==> config.mk <==
export PLATFORM = sky130hd
export DESIGN_NAME = fifo_or_min_key_request_queue
export DESIGN_NICKNAME = d
export VERILOG_FILES = /design/src/rtl/rqq_pkg.sv /design/src/rtl/rqq_cell.sv /design/src/rtl/rqq_outq.sv /design/src/rtl/fifo_or_min_key_request_queue.sv
export SDC_FILE = /design/constraint.sdc
export NUM_CORES = 2
export LEC_CHECK = 0
export BUFFER_PORTS_ARGS = -buffer_cell sky130_fd_sc_hd__buf_2
export CAP_MARGIN = 20
export CORE_MARGIN = 8
export CORE_UTILIZATION = 57
export CTS_CLUSTER_SIZE = 40
export DETAILED_ROUTE_END_ITERATION = 10
export GPL_ROUTABILITY_DRIVEN = 0
export HOLD_SLACK_MARGIN = 0.08
export PLACE_DENSITY = 0.77
export SETUP_SLACK_MARGIN = 0.1
export SYNTH_ARGS = -nofsm -noshare
export SYNTH_HDL_FRONTEND = slang
export SYNTH_HIERARCHICAL = 1
export SYNTH_SLANG_ARGS = --single-unit
==> constraint.sdc <==
create_clock -name clk -period 4.5 [get_ports clk]
set_input_delay 0.45 -clock clk [delete_from_list [all_inputs] [get_ports clk]]
set_output_delay 0.45 -clock clk [all_outputs]
set_load 0.1 [all_outputs]
==> src/rtl/rqq_pkg.sv <==
// Shared types and constants for the request queue with FIFO and smallest-key modes.
package rqq_pkg;

	// Default number of queue cells
	localparam int unsigned DEPTH_DEF = 16;

	// Fixed field widths
	localparam int CONN_W   = 16;
	localparam int KEY_W    = 32;
	localparam int FILL_W   = 5;
	localparam int CAP_W    = 5;
	localparam int STATUS_W = 2;
	localparam int CFG_IDX_W = 2;
	localparam int CFG_DAT_W = 5;

	// Register indexes on the configuration port
	localparam logic [CFG_IDX_W-1:0] REG_ORDER_MODE = 2'd0;
	localparam logic [CFG_IDX_W-1:0] REG_CAPACITY   = 2'd1;

	// Reset values of the registers
	localparam logic [CAP_W-1:0] CAPACITY_RESET = 5'd16;

	// Operation codes of an input item
	localparam logic OP_PUSH = 1'b0;
	localparam logic OP_POP  = 1'b1;

	// Order modes
	localparam logic MODE_FIFO = 1'b0;
	localparam logic MODE_KEY  = 1'b1;

	// Result status codes
	localparam logic [STATUS_W-1:0] STATUS_DONE  = 2'd0;
	localparam logic [STATUS_W-1:0] STATUS_FULL  = 2'd1;
	localparam logic [STATUS_W-1:0] STATUS_EMPTY = 2'd2;

	// What a cell loads in a cycle
	typedef enum logic [1:0] {
		CELL_HOLD,
		CELL_LOAD,
		CELL_NEXT,
		CELL_HEAD
	} cell_cmd_t;

	// Controller states
	typedef enum logic {
		ST_IDLE,
		ST_SCAN
	} rqq_state_t;

	// One result item
	typedef struct packed {
		logic [STATUS_W-1:0] status;
		logic [CONN_W-1:0]   conn;
		logic [KEY_W-1:0]    key;
		logic [FILL_W-1:0]   fill;
	} res_t;

endpackage

==> src/rtl/rqq_cell.sv <==
// One storage cell of the queue row: holds one entry and loads a new item, its neighbour or the head.
module rqq_cell (
	input  logic                     clk,
	input  rqq_pkg::cell_cmd_t       cmd,
	input  logic [rqq_pkg::CONN_W-1:0] in_conn,
	input  logic [rqq_pkg::KEY_W-1:0]  in_key,
	input  logic [rqq_pkg::CONN_W-1:0] nxt_conn,
	input  logic [rqq_pkg::KEY_W-1:0]  nxt_key,
	input  logic [rqq_pkg::CONN_W-1:0] head_conn,
	input  logic [rqq_pkg::KEY_W-1:0]  head_key,
	output logic [rqq_pkg::CONN_W-1:0] conn,
	output logic [rqq_pkg::KEY_W-1:0]  key
);
	import rqq_pkg::*;

	logic [CONN_W-1:0] conn_q;
	logic [KEY_W-1:0]  key_q;

	// Load a new item, take the younger neighbour, or wrap the head round
	always_ff @(posedge clk) begin
		case (cmd)
			CELL_LOAD: begin
				conn_q <= in_conn;
				key_q  <= in_key;
			end
			CELL_NEXT: begin
				conn_q <= nxt_conn;
				key_q  <= nxt_key;
			end
			CELL_HEAD: begin
				conn_q <= head_conn;
				key_q  <= head_key;
			end
			default: begin
				conn_q <= conn_q;
				key_q  <= key_q;
			end
		endcase
	end

	assign conn = conn_q;
	assign key  = key_q;

endmodule

==> src/rtl/rqq_outq.sv <==
// Two-slot result queue that parts the output handshake from the cell row.
module rqq_outq (
	input  logic          clk,
	input  logic          arst_n,
	input  logic          we,
	input  rqq_pkg::res_t wdata,
	output logic          full,
	output logic          out_valid,
	input  logic          out_stall,
	output rqq_pkg::res_t out_res
);
	import rqq_pkg::*;

	logic v0_q, v1_q;
	logic v0_d, v1_d;
	res_t s0_q, s1_q;
	logic pop;
	logic ld0, ld0_from1, ld1;

	assign pop = v0_q && !out_stall;

	// Work out slot moves for this cycle
	always_comb begin
		v0_d      = v0_q;
		v1_d      = v1_q;
		ld0       = 1'b0;
		ld0_from1 = 1'b0;
		ld1       = 1'b0;
		if (pop) begin
			if (v1_q) begin
				ld0_from1 = 1'b1;
				ld1       = we;
				v1_d      = we;
				v0_d      = 1'b1;
			end else begin
				ld0  = we;
				v0_d = we;
			end
		end else if (we) begin
			if (!v0_q) begin
				ld0  = 1'b1;
				v0_d = 1'b1;
			end else begin
				ld1  = 1'b1;
				v1_d = 1'b1;
			end
		end
	end

	// Hold slot valid flags
	always_ff @(posedge clk or negedge arst_n) begin
		if (!arst_n) begin
			v0_q <= 1'b0;
			v1_q <= 1'b0;
		end else begin
			v0_q <= v0_d;
			v1_q <= v1_d;
		end
	end

	// Move result payloads
	always_ff @(posedge clk) begin
		if (ld0_from1) begin
			s0_q <= s1_q;
		end else if (ld0) begin
			s0_q <= wdata;
		end
		if (ld1) begin
			s1_q <= wdata;
		end
	end

	assign full      = v1_q;
	assign out_valid = v0_q;
	assign out_res   = s0_q;

`ifndef ASSERT_OFF
	// A result never arrives while both slots are held and none leaves
	a_no_overflow: assert property (@(posedge clk) disable iff (!arst_n)
		!(we && v1_q && !pop))
		else $error("result queue overflow");

	// The skid slot is only ever used behind the output slot
	a_skid_order: assert property (@(posedge clk) disable iff (!arst_n)
		v1_q |-> v0_q)
		else $error("skid slot held with output slot empty");

	// A taken item with a queued one behind it keeps the output valid
	a_refill: assert property (@(posedge clk) disable iff (!arst_n)
		(pop && v1_q) |=> out_valid)
		else $error("queued result lost after output taken");
`endif

endmodule

==> src/rtl/fifo_or_min_key_request_queue.sv <==
// Top level of the request queue: controller, cell row and result queue.
//
//  channel | direction | handshake           | payload
//  --------+-----------+---------------------+-----------------------------------------
//  in      | into      | in_valid / in_stall | op, conn_id, prio_key
//  out     | out of    | out_valid/out_stall | status, out_conn_id, out_key, fill_level
//  cfg     | into      | cfg_valid/cfg_ready | cfg_index, cfg_data
//
// Push, FIFO pop and refused items are handled in the idle state; a smallest-key pop scans
// with the single key comparator at cell 0 while the row rotates past it once.
// Reset clears the fill, mode (FIFO), capacity (16) and the result queue; cells hold
// no reset value and need no clearing pass.
// The input stalls during a key scan, and when both result slots are held.
module fifo_or_min_key_request_queue #(
	parameter int unsigned DEPTH = rqq_pkg::DEPTH_DEF
) (
	input  logic                          clk,
	input  logic                          arst_n,
	// Input items
	input  logic                          in_valid,
	output logic                          in_stall,
	input  logic                          op,
	input  logic [rqq_pkg::CONN_W-1:0]    conn_id,
	input  logic [rqq_pkg::KEY_W-1:0]     prio_key,
	// Result items
	output logic                          out_valid,
	input  logic                          out_stall,
	output logic [rqq_pkg::STATUS_W-1:0]  status,
	output logic [rqq_pkg::CONN_W-1:0]    out_conn_id,
	output logic [rqq_pkg::KEY_W-1:0]     out_key,
	output logic [rqq_pkg::FILL_W-1:0]    fill_level,
	// Register writes
	input  logic                          cfg_valid,
	output logic                          cfg_ready,
	input  logic [rqq_pkg::CFG_IDX_W-1:0] cfg_index,
	input  logic [rqq_pkg::CFG_DAT_W-1:0] cfg_data
);
	import rqq_pkg::*;

	localparam int IDX_W = (DEPTH > 1) ? $clog2(DEPTH) : 1;
	localparam int CNT_W = $clog2(DEPTH + 1);
	localparam int CMP_W = (CNT_W > CAP_W) ? CNT_W : CAP_W;

	// Registers and control
	logic              mode_q;
	logic [CAP_W-1:0]  cap_q;
	logic [CNT_W-1:0]  count_q;
	logic [CNT_W-1:0]  k_q;
	logic [IDX_W-1:0]  pos_q;
	logic [CONN_W-1:0] best_conn_q;
	logic [KEY_W-1:0]  best_key_q;
	rqq_state_t        state_q, state_d;

	logic              accept;
	logic              outq_full;
	logic              queue_full;
	logic              load_en, rot_en, compact_en;
	logic [IDX_W-1:0]  cpos;
	logic              scan_start, scan_step;
	logic              cnt_inc, cnt_dec;
	logic              res_we;
	res_t              res_d;
	res_t              out_res;

	logic [CONN_W-1:0] cell_conn [DEPTH];
	logic [KEY_W-1:0]  cell_key  [DEPTH];
	cell_cmd_t         cell_cmd  [DEPTH];

	assign cfg_ready = 1'b1;
	assign accept    = in_valid && !in_stall;
	assign in_stall  = (state_q != ST_IDLE) || outq_full;

	// Push refused once fill reaches the usable capacity (zero counts as one)
	assign queue_full = (count_q == CNT_W'(DEPTH))
		|| ((cap_q != '0) && (CMP_W'(count_q) >= CMP_W'(cap_q)))
		|| ((cap_q == '0) && (count_q != '0));

	// Next state
	always_comb begin
		state_d = state_q;
		case (state_q)
			ST_IDLE: begin
				if (accept && (op == OP_POP) && (count_q != '0) && (mode_q == MODE_KEY)) begin
					state_d = ST_SCAN;
				end
			end
			ST_SCAN: begin
				if (k_q == count_q) begin
					state_d = ST_IDLE;
				end
			end
			default: state_d = ST_IDLE;
		endcase
	end

	// Controller outputs
	always_comb begin
		load_en    = 1'b0;
		rot_en     = 1'b0;
		compact_en = 1'b0;
		cpos       = '0;
		scan_start = 1'b0;
		scan_step  = 1'b0;
		cnt_inc    = 1'b0;
		cnt_dec    = 1'b0;
		res_we     = 1'b0;
		res_d      = '0;
		case (state_q)
			ST_IDLE: begin
				if (accept) begin
					if (op == OP_PUSH) begin
						res_we = 1'b1;
						if (queue_full) begin
							res_d.status = STATUS_FULL;
							res_d.fill   = FILL_W'(count_q);
						end else begin
							load_en      = 1'b1;
							cnt_inc      = 1'b1;
							res_d.status = STATUS_DONE;
							res_d.fill   = FILL_W'(count_q + CNT_W'(1));
						end
					end else if (count_q == '0) begin
						res_we       = 1'b1;
						res_d.status = STATUS_EMPTY;
					end else if (mode_q == MODE_FIFO) begin
						res_we       = 1'b1;
						compact_en   = 1'b1;
						cnt_dec      = 1'b1;
						res_d.status = STATUS_DONE;
						res_d.conn   = cell_conn[0];
						res_d.key    = cell_key[0];
						res_d.fill   = FILL_W'(count_q - CNT_W'(1));
					end else begin
						rot_en     = 1'b1;
						scan_start = 1'b1;
					end
				end
			end
			ST_SCAN: begin
				if (k_q == count_q) begin
					res_we       = 1'b1;
					compact_en   = 1'b1;
					cpos         = pos_q;
					cnt_dec      = 1'b1;
					res_d.status = STATUS_DONE;
					res_d.conn   = best_conn_q;
					res_d.key    = best_key_q;
					res_d.fill   = FILL_W'(count_q - CNT_W'(1));
				end else begin
					rot_en    = 1'b1;
					scan_step = 1'b1;
				end
			end
			default: begin
				res_we = 1'b0;
			end
		endcase
	end

	// Hold state, fill, scan position and the mode and capacity registers
	always_ff @(posedge clk or negedge arst_n) begin
		if (!arst_n) begin
			state_q <= ST_IDLE;
			count_q <= '0;
			k_q     <= '0;
			mode_q  <= MODE_FIFO;
			cap_q   <= CAPACITY_RESET;
		end else begin
			state_q <= state_d;
			if (cnt_inc) begin
				count_q <= count_q + CNT_W'(1);
			end else if (cnt_dec) begin
				count_q <= count_q - CNT_W'(1);
			end
			if (scan_start) begin
				k_q <= CNT_W'(1);
			end else if (scan_step) begin
				k_q <= k_q + CNT_W'(1);
			end
			if (cfg_valid && cfg_ready) begin
				if (cfg_index == REG_ORDER_MODE) begin
					mode_q <= cfg_data[0];
				end else if (cfg_index == REG_CAPACITY) begin
					cap_q <= cfg_data;
				end
			end
		end
	end

	// Track the oldest least key as the row rotates past cell 0
	always_ff @(posedge clk) begin
		if (scan_start) begin
			best_conn_q <= cell_conn[0];
			best_key_q  <= cell_key[0];
			pos_q       <= '0;
		end else if (scan_step && (cell_key[0] < best_key_q)) begin
			best_conn_q <= cell_conn[0];
			best_key_q  <= cell_key[0];
			pos_q       <= k_q[IDX_W-1:0];
		end
	end

	// Row of cells, oldest entry in cell 0
	for (genvar i = 0; i < DEPTH; i++) begin : g_cell
		localparam logic [CNT_W-1:0] CI = CNT_W'(i);
		localparam logic [IDX_W-1:0] PI = IDX_W'(i);
		logic [CONN_W-1:0] nxt_conn;
		logic [KEY_W-1:0]  nxt_key;

		if (i == DEPTH - 1) begin : g_last
			assign nxt_conn = cell_conn[i];
			assign nxt_key  = cell_key[i];
		end else begin : g_mid
			assign nxt_conn = cell_conn[i+1];
			assign nxt_key  = cell_key[i+1];
		end

		// Choose what this cell takes
		always_comb begin
			cell_cmd[i] = CELL_HOLD;
			if (load_en && (CI == count_q)) begin
				cell_cmd[i] = CELL_LOAD;
			end else if (compact_en && (PI >= cpos)) begin
				cell_cmd[i] = CELL_NEXT;
			end else if (rot_en && (CI < count_q)) begin
				if (CI == count_q - CNT_W'(1)) begin
					cell_cmd[i] = CELL_HEAD;
				end else begin
					cell_cmd[i] = CELL_NEXT;
				end
			end
		end

		rqq_cell u_cell (
			.clk       (clk),
			.cmd       (cell_cmd[i]),
			.in_conn   (conn_id),
			.in_key    (prio_key),
			.nxt_conn  (nxt_conn),
			.nxt_key   (nxt_key),
			.head_conn (cell_conn[0]),
			.head_key  (cell_key[0]),
			.conn      (cell_conn[i]),
			.key       (cell_key[i])
		);
	end

	// Result queue
	rqq_outq u_outq (
		.clk       (clk),
		.arst_n    (arst_n),
		.we        (res_we),
		.wdata     (res_d),
		.full      (outq_full),
		.out_valid (out_valid),
		.out_stall (out_stall),
		.out_res   (out_res)
	);

	assign status      = out_res.status;
	assign out_conn_id = out_res.conn;
	assign out_key     = out_res.key;
	assign fill_level  = out_res.fill;

`ifndef ASSERT_OFF
	// Fill never exceeds the cell row
	a_count_bound: assert property (@(posedge clk) disable iff (!arst_n)
		count_q <= CNT_W'(DEPTH))
		else $error("fill above depth");

	// A scan stays within the held entries
	a_scan_range: assert property (@(posedge clk) disable iff (!arst_n)
		(state_q == ST_SCAN) |-> ((k_q != '0) && (k_q <= count_q)))
		else $error("scan position out of range");

	// Fill only changes when a result is produced
	a_count_result: assert property (@(posedge clk) disable iff (!arst_n)
		(count_q != $past(count_q)) |-> $past(res_we))
		else $error("fill changed without a result");

	// No item is taken while a key scan runs
	a_scan_blocks: assert property (@(posedge clk) disable iff (!arst_n)
		(state_q == ST_SCAN) |-> !accept)
		else $error("item accepted during scan");
`endif

endmodule

==> results <==
- The flow ran to the end, and the final reports show no timing, DRC or antenna violations.
- The number of clock buffers added by TritonCTS is 101.
- In this run, synthesis inferred 926 flip-flops with an integrated enable.
- The cell with the most instances after synthesis is edfxtp_1.
- The final route contains 32,800 vias.
- The via count of the first global-routing pass is 32,000.
- By area the synthesized netlist is led by edfxtp_1 (57%), mux2i_1 (16%), a21oi_1 (8.2%).
- The tree is rooted in a clkbuf_16.
- The worst setup path is launched from a flip-flop.
- The leading area contributor after synthesis is edfxtp_1.
- The adder and majority gate portion of the synthesized area is 1.10%.
- The clock insertion delay at the later pin of the skew report is 680 ps.
- The maximum net fanout on the critical path is 66.
- The share of the synthesized area in compound gates (AO/OA/AOI/OAI) is 10.1%.
- The path class of the tightest hold or removal check is in -> reg.
- The number of different library cells in the post-synthesis netlist is 77.
- The final routed DRC violation total is 0.
- Once placement completed, the tool counted placed cells totaling 5,172.
- After synthesis, the largest family of logic cells by area is multiplexers.
- The netlist area before placement is 48,700 µm².
- For this configuration, the core starts out at a cell density of 57.4%.
- The number of buffers added on ports is 117.
- The required time of the critical path is 4880 ps.
- The number of warnings reported in the yosys synthesis log is 6.
- The vertical die dimension is 308 µm.
- The fraction of final layout cells with drive strength greater than 1 is 11.8%.
- STA classifies the critical path endpoint as a flip-flop.
- The minimum period implied by the final worst setup slack is 4130 ps.
- After Yosys synthesis, XOR and XNOR cells account for 0.270% of the synthesized area.
- The initialized floorplan defines 107 standard-cell rows.
- Static timing analysis puts the maximum clock frequency at 242 MHz.
- For this run, the post-layout net count is 4,242.
- TritonCTS built the clock tree.
- Dividing the detail-routed via count by the number of cells gives 6.12.
- The first global-routing pass estimated 189,000 µm of wire.
- After synthesis, the share of cell area in mux cells is 17.7%.
- The max capacitance violation total is 0.
- The area growth from synthesis to layout is 9.61%.
- The remaining antenna violation count is 0.
- The number of synthesized register bits is 949.
- The signal on the critical path passes through xor2_1 -> nor3_2 -> a21boi_2 -> buf_4 -> nor2_4 -> inv_4 -> o21ai_1 -> nand2_4 -> buf_4 -> nor2_1 -> a21oi_1.
- The proportion of synthesized flip-flops having asynchronous set or reset is 2.00%.
- The largest single stage delay on the critical path is 730 ps.
- The clock-pin slew reported for the worst setup and hold paths after clock tree synthesis is 60 ps.
- Across the routed clock network, the largest skew measured is 45.2 ps.
- Dividing the detail-routed wire length by the instance count gives 22.9 µm.
- The number of hold-slack violations in the final timing report is 0.
- The critical path's most frequent cell is buf_4.
- A synthesized cell averages 11.9 µm².
- The register-to-register path setup slack is 370 ps.
- The post-CTS setup buffer count is 0.
- Setup violations remaining at the end of the flow were counted as 0.
- The simple-gate area share of the yosys netlist is 7.97%.
- The floorplan die width is 308 µm.
- Sequential cells were found to cover 58.2% of the synthesized design area.
- The path depth of the worst reg2reg path is 11.
- Setup repair after global routing left no endpoint under its margin.
- The floorplan die area is 95,100 µm².
- The finished layout holds 5,362 standard cells, fillers aside.
- 119 I/O pins were placed.
- The most used flip-flop cell after synthesis is edfxtp_1.
- The area of the core is 84,900 µm².
- After routing, the total negative slack on setup checks comes to 0 ps.
- Global routing used 25.3% of the available tracks.
- The gate count of the mapped netlist is 4,093.
- The total iterations of the first detailed-routing run is 5.
- The tree built by TritonCTS fans out to 949 sinks.
- At the pin with the least slew margin, the transition time is 1120 ps.
- The endpoint arrival time on the critical path is 4510 ps.
- The critical path class is reg -> reg.
- The initial antenna violation count is 6.
- The total overflow left after global routing is 0.
- In this run the deepest clock path goes through 3 buffers.
- Entering global routing, the biggest net connects 97 pins.
- For this block, the initial DRC count from the detailed router was 3,456.
- The total detailed-routing wirelength is 123,000 µm.
- The cell type of the slowest stage on the worst timing path is dfrtp_1.
- The core occupancy in the finished layout is 62.9%.
- The cell count of the worst hold path is 3.
- The final max-slew violation count was 0.
- By count the netlist is led by edfxtp_1 (926), nor2_1 (799), a21oi_1 (796).
- The total nets after synthesis is 4,197.
- Once detailed placement completed, the half-perimeter wirelength came to 77,300 µm.
- The top cell type by area accounts for 57.1% of the synthesized area.
- The post-route clock period utilization is 91.7%.
- The relative slew slack is 25.5%.
- CTS built an H-tree with a depth of 3.
## stage by stage
stage | hold WS, ps | cell area (µm²) | worst slack [ps]
global placement | 427 | 50300 | 654
global route | 149 | 53400 | 190
floorplan | 154 | 48700 | 172
finish | 156 | 53400 | 373
detailed placement | 438 | 50300 | 542
CTS | 113 | 53400 | 478
## kinds of logic (layout without fill, tap and decap cells)
family                   after synthesis  after routing
AO/OA/AOI/OAI                        926            926
XOR/XNOR                              15             15
adder cells (fa/ha/maj)               43             43
buffers and inverters                355            475
flip-flops                           949            949
multiplexers                         833            833
other                                  1              6
AND/OR/NAND/NOR                      971            971
## layout by cell type (no fill, tap or decap), types with 4 or more instances in the layout
cell type	synthesis	routed
a21oi_1	796	795
a22o_1	18	18
a31o_4	0	4
and2_1	6	6
buf_12	21	25
buf_2	88	117
buf_4	49	100
clkbuf_1	108	26
clkbuf_16	0	101
clkinv_1	1	29
clkinv_2	0	12
dfrtp_1	18	18
dfxtp_1	4	4
diode_2	0	5
dlygate4sd3_1	0	7
edfxtp_1	926	926
ha_1	43	43
inv_1	46	46
mux2_2	12	12
mux2_4	50	50
mux2i_1	771	771
nand2_1	91	88
nand2_4	1	4
nand3_1	13	13
nand4_1	8	8
nor2_1	799	798
nor3_1	10	9
o21ai_0	50	47
o22ai_1	10	4
o22ai_4	0	6
o31ai_1	9	5
o31ai_4	0	4
or2_2	18	12
or2_4	0	6
xnor2_1	7	7
xor2_1	8	8
## worst paths after layout
path / endpoint / startpoint
hold / removal: mode_q / cfg_index[1]
setup reg to reg: g_cell[7].u_cell/key[7] / count_q[4]
setup / recovery: g_cell[7].u_cell/key[7] / count_q[4]
min in group asynchronous: u_outq/full / arst_n
hold reg to reg: cap_q[2] / cap_q[2]
max in group asynchronous: cap_q[4] / arst_n
## final cells by class
class                           count  area (µm²)
Multi-Input combinational cell   2789       18500
Antenna cell                        5        12.5
Clock buffer                      127        2630
Clock inverter                     51         407
Timing Repair Buffer              249        1910
Inverter                           48         183
Tap cell                         1144        1430
Sequential cell                   949       28400
Fill cell                        6385       31500
## layer usage
metal / track usage, % / wire length (µm) / up-vias / share of wire (%)
li1: - / - / 15100 / -
met1: 34.9 / 51100 / 16000 / 42
met2: 41.1 / 57300 / 1535 / 47
met3: 4.76 / 11800 / 211 / 9.6
met4: 6.74 / 2810 / 0 / 2.3
met5: 0 / 0 / - / 0
## worst max-delay path, delay by kind of cell (launching register included)
family                 cells  cell delay (ps)
flip-flops                 1              730
buffers and inverters      3              820
XOR/XNOR                   1              180
AND/OR/NAND/NOR            4             1320
AO/OA/AOI/OAI              3              720
## registers in the layout (all words and copies together), names as in the netlist
| register | flops |
|---|---|
| g_cell.u_cell/conn | 256 |
| cap_q | 5 |
| state_q | 1 |
| g_cell.u_cell/key | 512 |
| best_key_q | 32 |
| u_outq/s1_q | 55 |
| u_outq/out_valid | 1 |
| k_q | 5 |
| best_conn_q | 16 |
| u_outq/out_res | 55 |
| u_outq/full | 1 |
| mode_q | 1 |
| pos_q | 4 |
| count_q | 5 |
## timing repair
| action | 4_1_cts | 5_1_grt |
|---|---|---|
| endpoints found under the hold margin | 26 | 0 |
| hold buffers | 7 | 0 |
| gates resized for setup | 0 | 0 |
Power is left out: the tool's default activity adds up to more than one toggle a clock period on the data nets, which glitch-free logic cannot reach.
